--- src/rtl/core/pctmr_pkg.sv ---
// Package for the four-channel periodic compare timer.
// Holds widths, register index codes and the shared types.
// No dependencies; every other file of the timer imports it.
package pctmr_pkg;

   localparam int NUM_CHANNELS   = 4;
   localparam int COUNT_BITS     = 16;
   localparam int CHAN_BITS      = $clog2(NUM_CHANNELS);
   localparam int CSR_INDEX_BITS = 3;
   localparam int CSR_DATA_BITS  = 16;

   typedef logic [COUNT_BITS-1:0]     count_type;
   typedef logic [NUM_CHANNELS-1:0]   chan_mask_type;
   typedef logic [CHAN_BITS-1:0]      chan_index_type;
   typedef logic [CSR_INDEX_BITS-1:0] csr_index_type;
   typedef logic [CSR_DATA_BITS-1:0]  csr_data_type;

   // Register index codes of the configuration port.
   localparam csr_index_type REG_PRESCALE = 3'd0;
   localparam csr_index_type REG_STEP_CH0 = 3'd1;
   localparam csr_index_type REG_STEP_CH3 = 3'd4;
   localparam csr_index_type REG_ENABLE   = 3'd5;

   localparam count_type     COUNT_ALL_ONES = 16'hffff;
   localparam chan_mask_type CHAN_ONE       = 4'b0001;

   // Configuration registers as seen by the datapath.
   typedef struct packed {
      count_type                       prescale_minus_one;
      logic [NUM_CHANNELS-1:0][COUNT_BITS-1:0] step;
      chan_mask_type                   enable;
   } csr_regs_type;

   // Per-channel control for one accepted transaction or register write.
   typedef struct packed {
      logic advance;  // counter moved to a new value in this transaction
      logic clear;    // write-one-to-clear bit, already qualified by accept
      logic enable;   // auto advance enabled
      logic load;     // step register of this channel is being written
   } chan_ctl_type;

endpackage

--- src/rtl/core/pctmr_if.sv ---
// Valid/ready channel interfaces of the compare timer: request, response and
// register write. Depends on pctmr_pkg.
interface pctmr_req_if import pctmr_pkg::*; ();
   logic          valid;
   logic          ready;
   logic          tick;
   chan_mask_type flag_clear;

   modport source (output valid, output tick, output flag_clear, input ready);
   modport sink   (input valid, input tick, input flag_clear, output ready);
endinterface

interface pctmr_rsp_if import pctmr_pkg::*; ();
   logic          valid;
   logic          ready;
   count_type     count_value;
   chan_mask_type match_flags;
   logic          irq;
   count_type     compare_ch0;
   count_type     compare_ch1;
   count_type     compare_ch2;
   count_type     compare_ch3;

   modport source (output valid, output count_value, output match_flags, output irq,
                   output compare_ch0, output compare_ch1, output compare_ch2,
                   output compare_ch3, input ready);
   modport sink   (input valid, input count_value, input match_flags, input irq,
                   input compare_ch0, input compare_ch1, input compare_ch2,
                   input compare_ch3, output ready);
endinterface

interface pctmr_csr_if import pctmr_pkg::*; ();
   logic          valid;
   logic          ready;
   csr_index_type index;
   csr_data_type  data;

   modport source (output valid, output index, output data, input ready);
   modport sink   (input valid, input index, input data, output ready);
endinterface

--- src/rtl/core/pctmr_csr.sv ---
// Configuration register file of the compare timer: prescaler, steps, enables.
// Depends on pctmr_pkg and pctmr_csr_if.
module pctmr_csr import pctmr_pkg::*; (
   input  logic               clock,
   input  logic               reset,
   pctmr_csr_if.sink          csr_bus,
   output csr_regs_type       regs,
   output chan_mask_type      step_load,
   output count_type          load_value
);

   csr_regs_type   regs_ff, regs_in;
   chan_index_type slot;

   assign csr_bus.ready = 1'b1;
   assign slot          = chan_index_type'(csr_bus.index - REG_STEP_CH0);
   assign load_value    = count_type'(csr_bus.data);
   assign regs          = regs_ff;

   always_comb begin
      regs_in   = regs_ff;
      step_load = '0;
      if (csr_bus.valid) begin
         unique case (csr_bus.index) inside
            REG_PRESCALE: begin
               regs_in.prescale_minus_one = count_type'(csr_bus.data);
            end
            [REG_STEP_CH0:REG_STEP_CH3]: begin
               step_load            = CHAN_ONE << slot;
               regs_in.step[slot]   = count_type'(csr_bus.data);
            end
            REG_ENABLE: begin
               regs_in.enable = chan_mask_type'(csr_bus.data);
            end
            default: begin
               // Writes beyond the register list are dropped.
            end
         endcase
      end
   end

   always_ff @(posedge clock) begin
      if (reset) begin
         regs_ff.prescale_minus_one <= '0;
         regs_ff.step               <= {NUM_CHANNELS{COUNT_ALL_ONES}};
         regs_ff.enable             <= '0;
      end else begin
         regs_ff <= regs_in;
      end
   end

endmodule

--- src/rtl/core/pctmr_channel.sv ---
// One compare channel: compare value, match flag and auto advance.
// Depends on pctmr_pkg.
module pctmr_channel import pctmr_pkg::*; (
   input  logic         clock,
   input  logic         reset,
   input  chan_ctl_type ctl,
   input  count_type    count_next,
   input  count_type    step,
   input  count_type    load_value,
   output count_type    compare,
   output logic         flag
);

   count_type compare_ff, compare_in;
   logic      flag_ff, flag_in;
   logic      match;

   // A match is only seen when the counter steps onto the compare value.
   assign match = ctl.advance && (count_next == compare_ff);

   always_comb begin
      flag_in    = (flag_ff & ~ctl.clear) | match;
      compare_in = compare_ff;
      if (ctl.load) begin
         compare_in = load_value;
      end else if (match && ctl.enable) begin
         compare_in = count_type'(compare_ff + step);
      end
   end

   always_ff @(posedge clock) begin
      if (reset) begin
         compare_ff <= COUNT_ALL_ONES;
         flag_ff    <= 1'b0;
      end else begin
         compare_ff <= compare_in;
         flag_ff    <= flag_in;
      end
   end

   assign compare = compare_ff;
   assign flag    = flag_ff;

endmodule

--- src/rtl/core/four_channel_periodic_compare_timer.sv ---
// Top level of the four-channel periodic compare timer: prescaler, counter,
// channel instances and response handshake.
// Depends on pctmr_pkg, pctmr_if, pctmr_csr and pctmr_channel.
//
//   Channel   Direction  Handshake      Payload
//   req_bus   in         valid/ready    tick, flag_clear
//   rsp_bus   out        valid/ready    count_value, match_flags, irq, compare_ch0..3
//   csr_bus   in         valid/ready    index, data (register write)
//
// Each request yields one response in the next cycle, and a new request is taken
// every cycle while the response side keeps up. The prescaler, counter, compare
// values and flags are themselves the response register, so a response shows
// the state its request left behind. While a response waits on rsp_bus.ready,
// req_bus.ready drops and the counter state holds; register writes still land.
// Synchronous active-high reset clears the counters and flags, sets the compare
// values and steps to all ones; csr_bus never stalls.
module four_channel_periodic_compare_timer import pctmr_pkg::*; (
   input  logic        clock,
   input  logic        reset,
   pctmr_req_if.sink   req_bus,
   pctmr_rsp_if.source rsp_bus,
   pctmr_csr_if.sink   csr_bus
);

   csr_regs_type  regs;
   chan_mask_type step_load;
   count_type     load_value;

   count_type     prescale_count_ff, prescale_count_in;
   count_type     timer_count_ff, timer_count_in;
   logic          rsp_valid_ff, rsp_valid_in;
   logic          req_accept;
   logic          advance;

   count_type     compare [NUM_CHANNELS];
   chan_mask_type flags;

   pctmr_csr u_csr (
      .clock      (clock),
      .reset      (reset),
      .csr_bus    (csr_bus),
      .regs       (regs),
      .step_load  (step_load),
      .load_value (load_value)
   );

   // A new transaction may enter when no response is pending or the pending
   // one is being taken in this same cycle.
   assign req_bus.ready = !rsp_valid_ff || rsp_bus.ready;
   assign req_accept    = req_bus.valid && req_bus.ready;

   // The prescaler expires when its count has reached the reload value; a
   // count left above a lowered reload value also counts as expired.
   always_comb begin
      prescale_count_in = prescale_count_ff;
      timer_count_in    = timer_count_ff;
      advance           = 1'b0;
      if (req_accept && req_bus.tick) begin
         if (prescale_count_ff >= regs.prescale_minus_one) begin
            prescale_count_in = '0;
            timer_count_in    = count_type'(timer_count_ff + 1'b1);
            advance           = 1'b1;
         end else begin
            prescale_count_in = count_type'(prescale_count_ff + 1'b1);
         end
      end
   end

   always_comb begin
      rsp_valid_in = rsp_valid_ff;
      if (req_accept) begin
         rsp_valid_in = 1'b1;
      end else if (rsp_bus.ready) begin
         rsp_valid_in = 1'b0;
      end
   end

   always_ff @(posedge clock) begin
      if (reset) begin
         prescale_count_ff <= '0;
         timer_count_ff    <= '0;
         rsp_valid_ff      <= 1'b0;
      end else begin
         prescale_count_ff <= prescale_count_in;
         timer_count_ff    <= timer_count_in;
         rsp_valid_ff      <= rsp_valid_in;
      end
   end

   // Each channel compares against the counter's new value; the clear mask is
   // applied before a match in the same transaction, so a match wins.
   for (genvar i = 0; i < NUM_CHANNELS; i++) begin : g_chan
      chan_ctl_type ctl;

      assign ctl.advance = advance;
      assign ctl.clear   = req_accept && req_bus.flag_clear[i];
      assign ctl.enable  = regs.enable[i];
      assign ctl.load    = step_load[i];

      pctmr_channel u_channel (
         .clock      (clock),
         .reset      (reset),
         .ctl        (ctl),
         .count_next (timer_count_in),
         .step       (regs.step[i]),
         .load_value (load_value),
         .compare    (compare[i]),
         .flag       (flags[i])
      );
   end

   // State only changes on an accepted transaction or a register write; the user
   // must write only while no response is pending, which the block does not enforce,
   // so that the state registers hold the pending response stable.
   assign rsp_bus.valid       = rsp_valid_ff;
   assign rsp_bus.count_value = timer_count_ff;
   assign rsp_bus.match_flags = flags;
   assign rsp_bus.irq         = |(flags & regs.enable);
   assign rsp_bus.compare_ch0 = compare[0];
   assign rsp_bus.compare_ch1 = compare[1];
   assign rsp_bus.compare_ch2 = compare[2];
   assign rsp_bus.compare_ch3 = compare[3];

endmodule

--- src/flat_wrapper.sv ---
// flat-port wrapper written by rule: the top's interface ports become plain ports
module four_channel_periodic_compare_timer_flat import pctmr_pkg::*;
  (clock, reset, req_bus_valid, req_bus_tick, req_bus_flag_clear, req_bus_ready, rsp_bus_valid, rsp_bus_count_value, rsp_bus_match_flags, rsp_bus_irq, rsp_bus_compare_ch0, rsp_bus_compare_ch1, rsp_bus_compare_ch2, rsp_bus_compare_ch3, rsp_bus_ready, csr_bus_valid, csr_bus_index, csr_bus_data, csr_bus_ready);
  pctmr_req_if req_bus_i ();
  pctmr_rsp_if rsp_bus_i ();
  pctmr_csr_if csr_bus_i ();
  input  logic clock;
  input  logic reset;
  input wire logic [$bits(req_bus_i.valid)-1:0] req_bus_valid;
  input wire logic [$bits(req_bus_i.tick)-1:0] req_bus_tick;
  input wire logic [$bits(req_bus_i.flag_clear)-1:0] req_bus_flag_clear;
  output wire logic [$bits(req_bus_i.ready)-1:0] req_bus_ready;
  output wire logic [$bits(rsp_bus_i.valid)-1:0] rsp_bus_valid;
  output wire logic [$bits(rsp_bus_i.count_value)-1:0] rsp_bus_count_value;
  output wire logic [$bits(rsp_bus_i.match_flags)-1:0] rsp_bus_match_flags;
  output wire logic [$bits(rsp_bus_i.irq)-1:0] rsp_bus_irq;
  output wire logic [$bits(rsp_bus_i.compare_ch0)-1:0] rsp_bus_compare_ch0;
  output wire logic [$bits(rsp_bus_i.compare_ch1)-1:0] rsp_bus_compare_ch1;
  output wire logic [$bits(rsp_bus_i.compare_ch2)-1:0] rsp_bus_compare_ch2;
  output wire logic [$bits(rsp_bus_i.compare_ch3)-1:0] rsp_bus_compare_ch3;
  input wire logic [$bits(rsp_bus_i.ready)-1:0] rsp_bus_ready;
  input wire logic [$bits(csr_bus_i.valid)-1:0] csr_bus_valid;
  input wire logic [$bits(csr_bus_i.index)-1:0] csr_bus_index;
  input wire logic [$bits(csr_bus_i.data)-1:0] csr_bus_data;
  output wire logic [$bits(csr_bus_i.ready)-1:0] csr_bus_ready;
  assign req_bus_i.valid = req_bus_valid;
  assign req_bus_i.tick = req_bus_tick;
  assign req_bus_i.flag_clear = req_bus_flag_clear;
  assign req_bus_ready = req_bus_i.ready;
  assign rsp_bus_valid = rsp_bus_i.valid;
  assign rsp_bus_count_value = rsp_bus_i.count_value;
  assign rsp_bus_match_flags = rsp_bus_i.match_flags;
  assign rsp_bus_irq = rsp_bus_i.irq;
  assign rsp_bus_compare_ch0 = rsp_bus_i.compare_ch0;
  assign rsp_bus_compare_ch1 = rsp_bus_i.compare_ch1;
  assign rsp_bus_compare_ch2 = rsp_bus_i.compare_ch2;
  assign rsp_bus_compare_ch3 = rsp_bus_i.compare_ch3;
  assign rsp_bus_i.ready = rsp_bus_ready;
  assign csr_bus_i.valid = csr_bus_valid;
  assign csr_bus_i.index = csr_bus_index;
  assign csr_bus_i.data = csr_bus_data;
  assign csr_bus_ready = csr_bus_i.ready;
  four_channel_periodic_compare_timer u_core (.clock(clock), .reset(reset), .req_bus(req_bus_i), .rsp_bus(rsp_bus_i), .csr_bus(csr_bus_i));
endmodule
--- config.mk ---
export PLATFORM = sky130hd
export DESIGN_NAME = four_channel_periodic_compare_timer_flat
export DESIGN_NICKNAME = d
export VERILOG_FILES = /design/src/rtl/core/pctmr_pkg.sv /design/src/rtl/core/pctmr_if.sv /design/src/rtl/core/pctmr_csr.sv /design/src/rtl/core/pctmr_channel.sv /design/src/rtl/core/four_channel_periodic_compare_timer.sv /design/src/flat_wrapper.sv
export SDC_FILE = /design/constraint.sdc
export NUM_CORES = 1
export LEC_CHECK = 0
export BUFFER_PORTS_ARGS = -buffer_cell sky130_fd_sc_hd__buf_2
export CAP_MARGIN = 15
export CORE_UTILIZATION = 61
export DETAILED_ROUTE_END_ITERATION = 16
export MAX_ROUTING_LAYER = met4
export PLACE_DENSITY_LB_ADDON = 0.25
export SLEW_MARGIN = 20
export SYNTH_ARGS = -nofsm -noshare
export SYNTH_HDL_FRONTEND = slang
export SYNTH_SLANG_ARGS = --single-unit
--- constraint.sdc ---
create_clock -name clock -period 4.57 [get_ports clock]
set_input_delay 0.457 -clock clock [delete_from_list [all_inputs] [get_ports clock]]
set_output_delay 0.457 -clock clock [all_outputs]
set_load 0.03 [all_outputs]
# Word-level counts from Yosys, hierarchy flattened
# Index checks and enable logic that the tools add are counted.
# totals
reg_bits,185
latch_bits,0
ramBits,0
rom_bits,0
inputBits,29
out_inout_bits,88
elab_cells,96
memories,0
# classes
addsub,7
mul,0
n_div,0
order_cmp,5
eq_ne,5
n_shift,1
muxes,20
n_bitwise,13
n_reduce_logical,28
# op_table
operator,n
2-to-1 mux 16 bit,12
adder 16 bit,4
bitwise mux 64 bit,1
equality test 16 bit,4
adder 16 x 1 -> 16 bit (second input constant),2
demux 16 bit (select 2 bit),1
greater-or-equal comparator 16 bit,1
logical AND 1 bit,16
nonzero test 2 bit,5
2-to-1 mux 4 bit,2
AND reduction 2 bit,3
bitwise AND 1 bit,4
bitwise AND 4 bit,1
2-to-1 mux 1 bit,4
inverter 1 bit,4
bitwise OR 1 bit,4
OR reduction 4 bit,1
left shift 1 x 2 -> 4 bit (first input constant),1
equality test 3 bit (second input constant),1
greater-or-equal comparator 3 x 1 -> 1 bit (second input constant),1
less-or-equal comparator 3 bit (second input constant),1
logical NOT 3 bit,1
< comparator 2 x 3 -> 1 bit (second input constant),1
greater-or-equal comparator 2 x 1 -> 1 bit (second input constant),1
3 further kinds,3

# Depth between registers and ports, before layout
# depth
ltp_word,10
depth_mapped,16
mapped_depth_nobuf,13

# Modules after synthesis
# A second synthesis with hierarchy kept.
# unflattened
hier_cells,1398
hier_area_um2,12151.7
# by_module_without_submodules
mod,n_inst,cells_each,area_each_um2,seq_area_each_um2
pctmr_channel at u_core.g_chan[0].u_channel ...,3,203,1630.3,340.3
pctmr_csr,1,336,3418.3,1681.6
four_channel_periodic_compare_timer,1,247,2123.3,660.6
pctmr_channel at u_core.g_chan[3].u_channel,1,206,1719.1,340.3

# Least setup slack after synthesis
# OpenSTA, ideal clock, no wires.
# synth_path
path_type,reg2reg
from,reg u_core.prescale_count_ff[0]
to,reg u_core.g_chan[0].u_channel.compare_ff[14]
setup_time_ns,0.131
arrival_time_ns,3.553
required_ns,4.439
slack_ns,0.886
path_stages_with_launch,14
path_buffers,1
period_less_slack_ns,3.684
cell_sequence,dfxtp_1 -> inv_1 -> ha_1 -> nand2b_1 -> a2111o_1 -> o2111ai_2 -> and3_1 -> o211ai_1 -> xor2_1 -> or4b_1 -> or4_4 -> nor3_4 -> buf_6 -> o211ai_1
# synth_via
elab_chain_len,7
elab_cells_between_ends,9
classes_between,order compare: 1; eq/ne: 1; mux: 4; reduce/logical: 3
# synth_lines
element,line,text
start: declaration,four_channel_periodic_compare_timer.sv:29,"count_type prescale_count_ff, prescale_count_in;"
start signal: assignment,four_channel_periodic_compare_timer.sv:84,prescale_count_ff <= prescale_count_in;
greater-or-equal comparator 16 bit *,four_channel_periodic_compare_timer.sv:59,if (prescale_count_ff >= regs.prescale_minus_one) begin
2-to-1 mux 16 bit,four_channel_periodic_compare_timer.sv:59,
2-to-1 mux 16 bit,four_channel_periodic_compare_timer.sv:58,if (req_accept && req_bus.tick) begin
equality test 16 bit,pctmr_channel.sv:19,assign match = ctl.advance && (count_next == compare_ff);
logical AND 1 bit *,pctmr_channel.sv:19,
logical AND 1 bit *,pctmr_channel.sv:26,end else if (match && ctl.enable) begin
nonzero test 2 bit (no line) *,-,
end signal: assignment,pctmr_channel.sv:36,compare_ff <= compare_in;
end: declaration,pctmr_channel.sv:14,"count_type compare_ff, compare_in;"
# Mark *: on every way between the ends. The rest lies on a longest branch, timed or not.
# A chain may end at the register's enable or synchronous reset.

# Final worst setup path
# layout_path
from,reg u_core.prescale_count_ff[0]
to,reg u_core.g_chan[3].u_channel.compare_ff[0]
# layout_via
elab_chain_len,7
elab_cells_between_ends,9
classes_between,order compare: 1; eq/ne: 1; mux: 4; reduce/logical: 3
# layout_lines
element,line
greater-or-equal comparator 16 bit *,four_channel_periodic_compare_timer.sv:59
2-to-1 mux 16 bit,four_channel_periodic_compare_timer.sv:59
2-to-1 mux 16 bit,four_channel_periodic_compare_timer.sv:58
equality test 16 bit,pctmr_channel.sv:19
logical AND 1 bit *,pctmr_channel.sv:19
logical AND 1 bit *,pctmr_channel.sv:26
nonzero test 2 bit (no line) *,-
end signal: assignment,pctmr_channel.sv:36
end: declaration,pctmr_channel.sv:14
# Marks and branches as above.

==> key figures <==
Routing
  • Via count: 13100
  • DR DRC count: 0
  • First-pass iteration count of the detailed router: 6
  • Initial DRC count: 1397
  • Via/cell ratio: 6.53
  • Detail Route Antenna Nets: 0
  • Routed WL per cell: roughly 22 µm
  • Detailed-route wire length: 44.8 mm

Clock tree
  • Worst-case clock buffer depth: 2
  • TritonCTS buffer count: 17
  • Worst-skew pair later-pin latency: around 0.44 ns
  • CTS tree: done
  • Clock root buffer: clkbuf_16
  • Hold-fix buffers, CTS: 0
  • Htree depth: 4
  • Clk sink count: 185
  • Post-CTS Setup Repair Bufs: 0
  • Clock transition at path regs: roughly 0.070 ns
  • Post-CTS resize count: 0

Logic synthesis
  • Mapped cell area: approximately 0.013 mm²
  • Synth unique cells: 80
  • Yosys warning count: 0
  • Post-synth EDFFs: 0
  • Sequential-to-total area share from yosys stat: 28.5%
  • Post-Syn Area per Cell: 7.86 µm²
  • Async S/R FF share, synth: 0%
  • Syn nets: 1764
  • Predominant post-synthesis flop cell: dfxtp_1
  • Post-synthesis register bit count: 185
  • Post-Synthesis Cells: 1653

Critical path
  • Data required time of the critical path: slightly below 5 ns
  • Crit-path max FO: 30
  • Setup crit end kind: register
  • Kind of critical path: reg -> reg
  • Critical path arrival: 4.38 ns
  • Critical path launch point type: register

Die
  • Starting density of the core: 62.0%
  • I/O pins: 117
  • DIE WIDTH: about 150 µm
  • Die Y: 148 µm
  • Die area: ~0.022 mm²
  • Core Rows: 53
  • CORE AREA: 0.0210 mm²

Timing
  • RSZ-0062 raised after global routing: no
  • Max Fclk: 243 MHz
  • Worst rel slew slack: about two fifths
  • Post-route clock skew: between 0.015 and 0.02 ns
  • Final setup fails: 0
  • Hold_ws: ~0.29 ns
  • Fin crit period: 4.12 ns
  • Setup_tns: 0 ns
  • Final hold viol count: 0
  • Slew @ Worst Pin: 0.913 ns
  • Final period util: around nine tenths
  • Max-slew violations: 0

GRT
  • First-pass GRT wire length: 67.7 mm
  • Largest net degree at the start of global routing: 102
  • Vias in the first global route: 11800
  • GR Overflow Total: 0
  • GRT Total Usage: 41.8%
  • Initial antenna violation count: 0

Place
  • GP Congestion: approximately 1.0
  • PortBufs: 115
  • DP HPWL: 32.1 mm

Finish
  • Post-layout utilization of the core: between 60% and 70%
  • Ant. Diodes: 0
  • Layout Nets: 1827
  • Fraction of layout cells with a size suffix above 1: 13.1%
  • Area growth from synthesis to layout: 10.2%
  • Commonest non-fill, non-tap cell in the layout: nand2_1
  • Most frequent cells in the layout: 216 x nand2_1, 185 x dfxtp_1, 169 x nor2_1
  • Filler instances: 1806

Hold path
  • Worst Hold Class: in -> reg

Power
  • LEAKAGE: between 5 and 6 nW
  • Pwr dens: 266 mW/mm²
  • VDD IR-drop max: 0.214 mV

Status
  • Outcome: complete, no violations

Job
  • Max_cap viols: 0
layout make-up:
cell class | instances | area (µm²) | share of cell area, %
clock buffer | 19 | 443 | 3.10
clock inverter | 13 | 125 | 0.875
tap | 275 | 344 | 2.41
multi-input combinational | 1306 | 8600 | 60.1
sequential | 185 | 3700 | 25.9
timing repair buffer | 159 | 912 | 6.38
inverter | 47 | 176 | 1.23
worst max-delay path: stages, from the launching register on:
cell and delay, ns:
dfxtp_1 0.39, inv_1 0.07, ha_1 0.28, nand2b_1 0.14, a2111o_1 0.41, o2111ai_2 0.15
and3_1 0.24, buf_4 0.36, nor2_1 0.13, xnor2_1 0.37, o221ai_1 0.24, a2111oi_4 0.37
and3_1 0.58, a221oi_1 0.20
kinds of logic (layout without fill, tap and decap cells):
logic type	Yosys count	count (layout)	synth area share (%)
AND/OR/NAND/NOR	754	754	29.2
AO/OA/AOI/OAI	340	340	19.0
flip-flops	185	185	28.5
buffers and inverters	162	238	5.42
XOR/XNOR	120	120	9.07
adder cells (fa/ha/maj)	82	82	8.13
multiplexers	9	9	0.694
other	1	1	0.0289
state kept, by name, indices dropped and copies added, names as in the netlist:
| name | count |
|---|---|
| u_core.g_chan.u_channel.compare | 64 |
| u_core.g_chan.u_channel.flag | 4 |
| u_core.prescale_count_ff | 16 |
| u_core.rsp_bus.count_value | 16 |
| u_core.rsp_bus.valid | 1 |
| u_core.u_csr.regs | 84 |
synthesized netlist by cell type (7+ instances only):
library cell  instances  area share (%)
nor4b_1              12            0.81
or3_1                30             1.4
and3_1               26             1.3
a211oi_1             46             2.7
dfxtp_1             185              29
buf_1                 8            0.23
xnor3_1               7             1.2
xor2_1               34             2.3
xnor2_1              77             5.2
clkbuf_1             77             2.2
and2_1                7            0.34
nor4_1               23             1.1
o21bai_1             15            0.87
nor2_1              172             5.0
nand3b_1             54             3.1
or2_2                 8            0.39
nand2_1             216             6.2
o21a_1                7            0.40
nand4_1              25             1.2
a21o_1                9            0.52
a31oi_1              27             1.3
nor3_1               79             3.0
inv_1                47             1.4
mux2i_1               9            0.69
buf_4                18             1.0
o21ai_0              40             1.5
ha_1                 78             7.5
a2111oi_0            29             2.0
nand3_1              45             1.7
a221oi_1             13            0.88
nand2b_1             21             1.0
buf_2                10            0.39
nor2b_1              13            0.63
a21oi_1              70             2.7
routing by layer:
| layer | global-route usage [%] | share of wire [%] |
|---|---|---|
| met1 | 56.1 | 42 |
| met2 | 62.9 | 44 |
| met3 | 6.79 | 10 |
| met4 | 15.4 | 3.3 |
| met5 | - | 0 |
per-stage QoR:
step | total power [W] | instances | worst slack, ns | cell area [µm²]
2_1_floorplan | 0.00217 | 1653 | 0.886 | 13000
3_3_place_gp | 0.00234 | 1972 | 0.575 | 13700
3_5_place_dp | 0.00235 | 1972 | 0.534 | 13700
4_1_cts | 0.00379 | 2004 | 0.512 | 14300
5_1_grt | 0.00392 | 2004 | 0.248 | 14300
6_report | 0.00380 | 2004 | 0.451 | 14300
where the power goes:
| part | internal [W] | switching, W |
|---|---|---|
| clock network | 0.000738 | 0.000737 |
| logic | 0.000214 | 0.000405 |
| registers | 0.00165 | 0.0000565 |
| total | 0.00261 | 0.00120 |
path summary, 6_finish.rpt:
kind / from / endpoint / slack (ns) / cells past startpoint
max: u_core.prescale_count_ff[0] / u_core.g_chan[3].u_channel.compare[0] / 0.45 / 13
min: req_bus_valid / u_core.rsp_bus.valid / 0.29 / 3
max reg2reg: u_core.prescale_count_ff[0] / u_core.g_chan[3].u_channel.compare[0] / 0.45 / 13
min reg2reg: u_core.u_csr.regs[77] / u_core.u_csr.regs[77] / 0.46 / 2
Note: power is estimated with default switching activity, not from simulation.
